$ cat config.mk
export PLATFORM = sky130hd
export DESIGN_NAME = sorted_term_insert_flat
export DESIGN_NICKNAME = d
export VERILOG_FILES = /design/src/hdl/sti_pkg.sv /design/src/hdl/sti_req_if.sv /design/src/hdl/sti_rsp_if.sv /design/src/hdl/sti_cell.sv /design/src/hdl/sorted_term_insert.sv /design/src/flat_wrapper.sv
export SDC_FILE = /design/constraint.sdc
export NUM_CORES = 1
export LEC_CHECK = 0
export BUFFER_PORTS_ARGS = -buffer_cell sky130_fd_sc_hd__buf_2
export CORE_MARGIN = 1.5
export CORE_UTILIZATION = 58
export DETAILED_ROUTE_END_ITERATION = 7
export PLACE_DENSITY_LB_ADDON = 0.12
export SYNTH_ARGS = -nofsm -noshare
export SYNTH_HDL_FRONTEND = slang
export SYNTH_HIERARCHICAL = 1
export SYNTH_SLANG_ARGS = --single-unit
$ cat constraint.sdc
create_clock -name clock -period 6.95 [get_ports clock]
set_input_delay 1.39 -clock clock [delete_from_list [all_inputs] [get_ports clock]]
set_output_delay 1.39 -clock clock [all_outputs]
set_load 0.03 [all_outputs]
$ cat src/hdl/sti_pkg.sv
`default_nettype none

package sti_pkg;

   localparam int STI_MAX_TERMS = 16;

   typedef enum logic [1:0] {
      CMD_CLEAR = 2'd0,
      CMD_ADD   = 2'd1,
      CMD_SCALE = 2'd2,
      CMD_READ  = 2'd3
   } sti_cmd_type;

   typedef enum logic [1:0] {
      ST_OK        = 2'd0,
      ST_FULL      = 2'd1,
      ST_BAD_INDEX = 2'd2
   } sti_status_type;

   // what one cell hands to its right-hand neighbour
   typedef struct packed {
      logic       below;   // held entry is occupied and smaller than the new magnitude
      logic [7:0] value;
   } sti_link_type;

endpackage

`default_nettype wire

$ cat src/hdl/sti_req_if.sv
`default_nettype none

interface sti_req_if
   import sti_pkg::*;
();
   logic              valid;
   logic              ready;
   sti_cmd_type       command;
   logic signed [7:0] item_value;
   logic signed [7:0] scale_factor;
   logic [3:0]        read_index;

   modport source (output valid, command, item_value, scale_factor, read_index,
                   input ready);
   modport sink   (input valid, command, item_value, scale_factor, read_index,
                   output ready);
endinterface

`default_nettype wire

$ cat src/hdl/sti_rsp_if.sv
`default_nettype none

interface sti_rsp_if
   import sti_pkg::*;
();
   logic              valid;
   logic              ready;
   logic signed [7:0] multiplier;
   logic [3:0]        entry_count;
   logic [15:0]       magnitude_sum;
   logic [7:0]        read_value;
   sti_status_type    status;

   modport source (output valid, multiplier, entry_count, magnitude_sum, read_value,
                   status, input ready);
   modport sink   (input valid, multiplier, entry_count, magnitude_sum, read_value,
                   status, output ready);
endinterface

`default_nettype wire

$ cat src/hdl/sti_cell.sv
`default_nettype none

module sti_cell
   import sti_pkg::*;
(
   input  wire logic         clock,
   input  wire logic         insert_en,
   input  wire logic         occupied,
   input  wire logic [7:0]   new_mag,
   input  wire sti_link_type left_link,
   output sti_link_type      right_link,
   output logic [7:0]        value
);

   logic [7:0] entry_ff;
   logic [7:0] entry_in;
   logic       below;

   assign below = occupied && (entry_ff < new_mag);

   // keep if smaller, take the new magnitude at the boundary, else shift from the left
   always_comb begin
      if (below) begin
         entry_in = entry_ff;
      end else if (left_link.below) begin
         entry_in = new_mag;
      end else begin
         entry_in = left_link.value;
      end
   end

   always_ff @(posedge clock) begin
      if (insert_en) begin
         entry_ff <= entry_in;
      end
   end

   assign right_link.below = below;
   assign right_link.value = entry_ff;
   assign value            = entry_ff;

endmodule

`default_nettype wire

$ cat src/hdl/sorted_term_insert.sv
// channel   dir  handshake      payload
// req_port  in   valid/ready    command, item_value, scale_factor, read_index
// rsp_port  out  valid/ready    multiplier, entry_count, magnitude_sum, read_value, status
//
// one command per cycle: every cell of the row decides its own shift in parallel
// the result sits in an output register; a new command is taken whenever that
// register is empty or being emptied in the same cycle
// a stalled response holds the request side, nothing is lost
// the entry store needs no clearing on reset since only held
// positions are ever read
`default_nettype none

module sorted_term_insert
   import sti_pkg::*;
#(
   parameter int MAX_TERMS = STI_MAX_TERMS
)(
   input  wire logic clock,
   input  wire logic reset,
   sti_req_if.sink   req_port,
   sti_rsp_if.source rsp_port
);

   localparam int CW    = $clog2(MAX_TERMS);
   localparam int DEPTH = MAX_TERMS - 1;
   localparam int NREAD = (DEPTH < 16) ? DEPTH : 16;
   localparam int EW    = CW + 4;
   localparam logic [CW-1:0] FULL_COUNT = CW'(DEPTH);

   logic [CW-1:0]  count_ff,  count_in;
   logic [7:0]     mult_ff,   mult_in;
   logic [15:0]    sum_ff,    sum_in;
   logic           rsp_valid_ff;
   logic [7:0]     rsp_mult_ff;
   logic [3:0]     rsp_count_ff;
   logic [15:0]    rsp_sum_ff;
   logic [7:0]     rsp_read_ff,  rsp_read_in;
   sti_status_type rsp_status_ff, rsp_status_in;

   logic           accept;
   logic           full;
   logic           negative;
   logic [7:0]     item_raw;
   logic [7:0]     new_mag;
   logic [7:0]     add_mult;
   logic [7:0]     scale_mult;
   logic           insert_en;
   logic           index_ok;
   logic [EW-1:0]  count_ext;
   logic [EW-1:0]  index_ext;
   logic [EW-1:0]  count_in_ext;
   logic [7:0]     picked;

   sti_link_type   links [DEPTH+1];
   logic [7:0]     values [DEPTH];
   logic           occupied [DEPTH];

   assign req_port.ready = !rsp_valid_ff || rsp_port.ready;
   assign accept         = req_port.valid && req_port.ready;

   assign full      = (count_ff == FULL_COUNT);
   assign item_raw  = req_port.item_value;
   assign negative  = item_raw[7];
   // magnitude of -128 wraps back onto 0x80, which reads as 128 unsigned
   assign new_mag   = negative ? (8'd0 - item_raw) : item_raw;
   assign insert_en = accept && (req_port.command == CMD_ADD) && !full;

   always_comb begin
      logic [7:0] m;
      m = (mult_ff == 8'd0) ? 8'd1 : mult_ff;
      if (negative) begin
         m = 8'd0 - m;
      end
      if (item_raw == 8'd0) begin
         m = 8'd0;
      end
      add_mult = m;
   end

   assign scale_mult = 8'(mult_ff * 8'(req_port.scale_factor));

   // cell row
   assign links[0].below = 1'b1;
   assign links[0].value = new_mag;

   for (genvar i = 0; i < DEPTH; i++) begin : g_cell
      assign occupied[i] = (CW'(i) < count_ff);
      sti_cell u_cell (
         .clock      (clock),
         .insert_en  (insert_en),
         .occupied   (occupied[i]),
         .new_mag    (new_mag),
         .left_link  (links[i]),
         .right_link (links[i+1]),
         .value      (values[i])
      );
   end

   // read port over at most the first sixteen positions
   assign count_ext = {4'd0, count_ff};
   assign index_ext = EW'(req_port.read_index);
   assign index_ok  = index_ext < count_ext;

   always_comb begin
      picked = 8'd0;
      for (int i = 0; i < NREAD; i++) begin
         if (req_port.read_index == 4'(i)) begin
            picked = values[i];
         end
      end
   end

   always_comb begin
      count_in      = count_ff;
      mult_in       = mult_ff;
      sum_in        = sum_ff;
      rsp_read_in   = 8'd0;
      rsp_status_in = ST_OK;
      case (req_port.command)
         CMD_CLEAR: begin
            count_in = '0;
            mult_in  = 8'd0;
            sum_in   = 16'd0;
         end
         CMD_ADD: begin
            if (full) begin
               rsp_status_in = ST_FULL;
            end else begin
               count_in = count_ff + CW'(1);
               mult_in  = add_mult;
               sum_in   = sum_ff + 16'(new_mag);
            end
         end
         CMD_SCALE: begin
            mult_in = scale_mult;
         end
         CMD_READ: begin
            if (index_ok) begin
               rsp_read_in = picked;
            end else begin
               rsp_status_in = ST_BAD_INDEX;
            end
         end
         default: begin
            rsp_status_in = ST_OK;
         end
      endcase
   end

   assign count_in_ext = {4'd0, count_in};

   always_ff @(posedge clock) begin
      if (reset) begin
         count_ff     <= '0;
         mult_ff      <= 8'd0;
         sum_ff       <= 16'd0;
         rsp_valid_ff <= 1'b0;
      end else begin
         if (accept) begin
            count_ff     <= count_in;
            mult_ff      <= mult_in;
            sum_ff       <= sum_in;
            rsp_valid_ff <= 1'b1;
         end else if (rsp_port.ready) begin
            rsp_valid_ff <= 1'b0;
         end
      end
   end

   always_ff @(posedge clock) begin
      if (accept) begin
         rsp_mult_ff   <= mult_in;
         rsp_count_ff  <= count_in_ext[3:0];
         rsp_sum_ff    <= sum_in;
         rsp_read_ff   <= rsp_read_in;
         rsp_status_ff <= rsp_status_in;
      end
   end

   assign rsp_port.valid         = rsp_valid_ff;
   assign rsp_port.multiplier    = rsp_mult_ff;
   assign rsp_port.entry_count   = rsp_count_ff;
   assign rsp_port.magnitude_sum = rsp_sum_ff;
   assign rsp_port.read_value    = rsp_read_ff;
   assign rsp_port.status        = rsp_status_ff;

endmodule

`default_nettype wire
$ cat src/flat_wrapper.sv
// flat-port wrapper written by rule: the top's interface ports become plain ports
module sorted_term_insert_flat import sti_pkg::*;
#(
   parameter int MAX_TERMS = STI_MAX_TERMS
)
  (clock, reset, req_port_valid, req_port_command, req_port_item_value, req_port_scale_factor, req_port_read_index, req_port_ready, rsp_port_valid, rsp_port_multiplier, rsp_port_entry_count, rsp_port_magnitude_sum, rsp_port_read_value, rsp_port_status, rsp_port_ready);
  sti_req_if req_port_i ();
  sti_rsp_if rsp_port_i ();
  input  wire logic clock;
  input  wire logic reset;
  input wire logic [$bits(req_port_i.valid)-1:0] req_port_valid;
  input wire logic [$bits(req_port_i.command)-1:0] req_port_command;
  input wire logic [$bits(req_port_i.item_value)-1:0] req_port_item_value;
  input wire logic [$bits(req_port_i.scale_factor)-1:0] req_port_scale_factor;
  input wire logic [$bits(req_port_i.read_index)-1:0] req_port_read_index;
  output wire logic [$bits(req_port_i.ready)-1:0] req_port_ready;
  output wire logic [$bits(rsp_port_i.valid)-1:0] rsp_port_valid;
  output wire logic [$bits(rsp_port_i.multiplier)-1:0] rsp_port_multiplier;
  output wire logic [$bits(rsp_port_i.entry_count)-1:0] rsp_port_entry_count;
  output wire logic [$bits(rsp_port_i.magnitude_sum)-1:0] rsp_port_magnitude_sum;
  output wire logic [$bits(rsp_port_i.read_value)-1:0] rsp_port_read_value;
  output wire logic [$bits(rsp_port_i.status)-1:0] rsp_port_status;
  input wire logic [$bits(rsp_port_i.ready)-1:0] rsp_port_ready;
  assign req_port_i.valid = req_port_valid;
  assign req_port_i.command = req_port_command;
  assign req_port_i.item_value = req_port_item_value;
  assign req_port_i.scale_factor = req_port_scale_factor;
  assign req_port_i.read_index = req_port_read_index;
  assign req_port_ready = req_port_i.ready;
  assign rsp_port_valid = rsp_port_i.valid;
  assign rsp_port_multiplier = rsp_port_i.multiplier;
  assign rsp_port_entry_count = rsp_port_i.entry_count;
  assign rsp_port_magnitude_sum = rsp_port_i.magnitude_sum;
  assign rsp_port_read_value = rsp_port_i.read_value;
  assign rsp_port_status = rsp_port_i.status;
  assign rsp_port_i.ready = rsp_port_ready;
  sorted_term_insert #(.MAX_TERMS(MAX_TERMS)) u_core (.clock(clock), .reset(reset), .req_port(req_port_i), .rsp_port(rsp_port_i));
endmodule
==> flow_summary.yaml <==
status:
  status: "finished clean"
power:
  ir_worst_vdd_uv: 134.6
  cellLeakagePower_nw: 6.350
  p_per_area_nw_per_um2: 184.7
detailed_routing:
  drt_pre_antenna_iters: 6
  routed_wl_um: 35950
  wl_per_cell_um: 20.48
  final_antenna_net_count: 0
  viasPerCell: 6.051
  drc_errors: 0
  vias: 10619
  drt_iter0_markers: 915
critical_path:
  cp_num_buf_inv: 4
  worstReg2RegStart: "u_core/mult_ff[0]$_SDFFE_PP0P_"
  worstPathArrival_ns: 5.23
  crit_chain: "buf_2, nand2_1, fa_1, fa_1, inv_1, ha_1, inv_1, fa_1, inv_1, ha_1, a21o_1, a21oi_1, xnor3_1, xnor3_1, o32ai_2, nor2_1, nor3_2"
  critPathLaunchType: "primary input"
  crit_fanout: 4
  required_ns: 7.33
  crit_slowest_cell: "fa_1"
  slowest_delay_ns: 0.54
  reg2reg_slack_ns: 2.43
  critPathCaptureType: "flop"
  worstSetupPathType: "primary input to flop"
  crit_family: "adder cells"
  crit_start: "req_port_scale_factor[4]"
floorplanning:
  start_util_pct: 58.78
  ios: 66
  dieWidth_um: 165.3
  fp-row-count: 59
  chipHeight_um: 165.3
  die-area_sq_um: 27320
  coreArea_sq_um: 25980
grt:
  grt_pass1_wl_um: 56150
  gr-usage-all-layers_pct: 27.07
  grt_max_degree: 59
  grt_antenna_before_repair: 1
  grt_pass1_vias: 10178
  globalRouteOverflowTotal: 0
cts:
  path_clk_slew_ns: 0.08
  post_cts_buffers: 0
  cts_root_buf: "clkbuf_16"
  postCtsHoldBufs: 0
  clk_latency_ns: 0.45
  clockBufferDepth: 2
  htreeDepth: 4
  cts_tree: "yes"
  clkSinkCount: 187
  cts_buffers: 17
  cts_resized: 0
logic_synthesis:
  syn-cell-area_sq_um: 15270
  yosys_warnings: 6
  syn_inst: 1487
  synth.net_count: 1662
  syn_area_per_cell_sq_um: 10.27
sta:
  tightest_slew_ns: 1.304
  period_minus_slack_ns: 4.854
  setup_violations: 0
  finalSetupTns_ns: 0
  final_hold_viol_count: 0
  fin_skew_ns: 0.01529
  period_share_pct: 69.84
  setup_ws_ns: 2.096
  fmax_mhz: 206.0
  slew_viol_final: 0
  slew_headroom_pct: 12.81
  rsz0062_at_grt: "no"
cells_and_area:
  finish.net_count: 1581
  n_fill_cell: 2176
  final_util_pct: 59.91
  layout-drive-gt1-share_pct: 22.20
  layout_common_cells: "158 x inv_1, 158 x edfxtp_1, 136 x ha_1"
  synthToLayoutAreaGrowth_pct: 1.925
placement:
  dp.final_hpwl_um: 25530
  place.port_buffers: 65
  place.gp.congestion: 0.8581
  dpl_worst_slack_ns: 1.651
hold_path:
  hold_path.startpoint: "u_core/sum_ff[3]$_SDFFE_PP0P_"
  hold_class: "flop to flop"
job:
  drv_cap: 0
flip-flops by register name, summed over array words and instances (netlist names):
| name | count |
|---|---|
| u_core/g_cell.u_cell/value | 120 |
| u_core/rsp_port.magnitude_sum | 16 |
| u_core/sum_ff | 16 |
| u_core/mult_ff | 8 |
| u_core/rsp_port.multiplier | 8 |
| u_core/rsp_port.read_value | 8 |
| u_core/count_ff | 4 |
| u_core/rsp_port.entry_count | 4 |
| u_core/rsp_port.status | 2 |
| u_core/rsp_port.valid | 1 |
layer usage:
metal	track usage [%]	vias up	share of wire, %
li1	-	5036	-
met1	38.67	5193	46
met5	0	-	0
met2	43.32	353	46
met3	3.397	37	5.9
met4	7.166	0	1.4
final timing paths:
check,end,cells past startpoint
max reg2reg,u_core/mult_ff[7]$_SDFFE_PP0P_,16
min,u_core/sum_ff[3]$_SDFFE_PP0P_,2
max,u_core/mult_ff[7]$_SDFFE_PP0P_,17
min reg2reg,u_core/sum_ff[3]$_SDFFE_PP0P_,2
stage by stage:
stage	power, W	hold WS [ns]	cells	instance area (sq um)
4_1_cts	0.002886	0.4866	1754	15560
6_report	0.002875	0.4837	1755	15570
2_1_floorplan	0.001758	0.4533	1487	15270
5_1_grt	0.002999	0.5108	1754	15560
3_5_place_dp	0.001904	0.4774	1722	14990
3_3_place_gp	0.001886	0.4611	1722	14990
report_power, final:
part	switching [W]	internal (W)
registers	0.0000335	0.00126
clock network	0.000482	0.000509
logic	0.000366	0.000225
final cells by class:
cell class              count  area, sq um  area share [%]
diodes                      1        2.502         0.01607
clock buffers              17        425.4           2.733
clock inverters            15        150.1          0.9645
inverters                 163        611.8           3.930
multi-input cells         950         8143           52.31
flip-flops and latches    187         5325           34.21
well taps                 335        419.2           2.692
repair buffers             87        490.5           3.151
worst min-delay path, delay by kind of cell, from the launching register on:
kind | cells | cell delay, ns
AOI/OAI and AO/OA | 1 | 0.05
DFF | 1 | 0.33
and+or+nand+nor | 1 | 0.06
(Power assumes the default switching activity.)
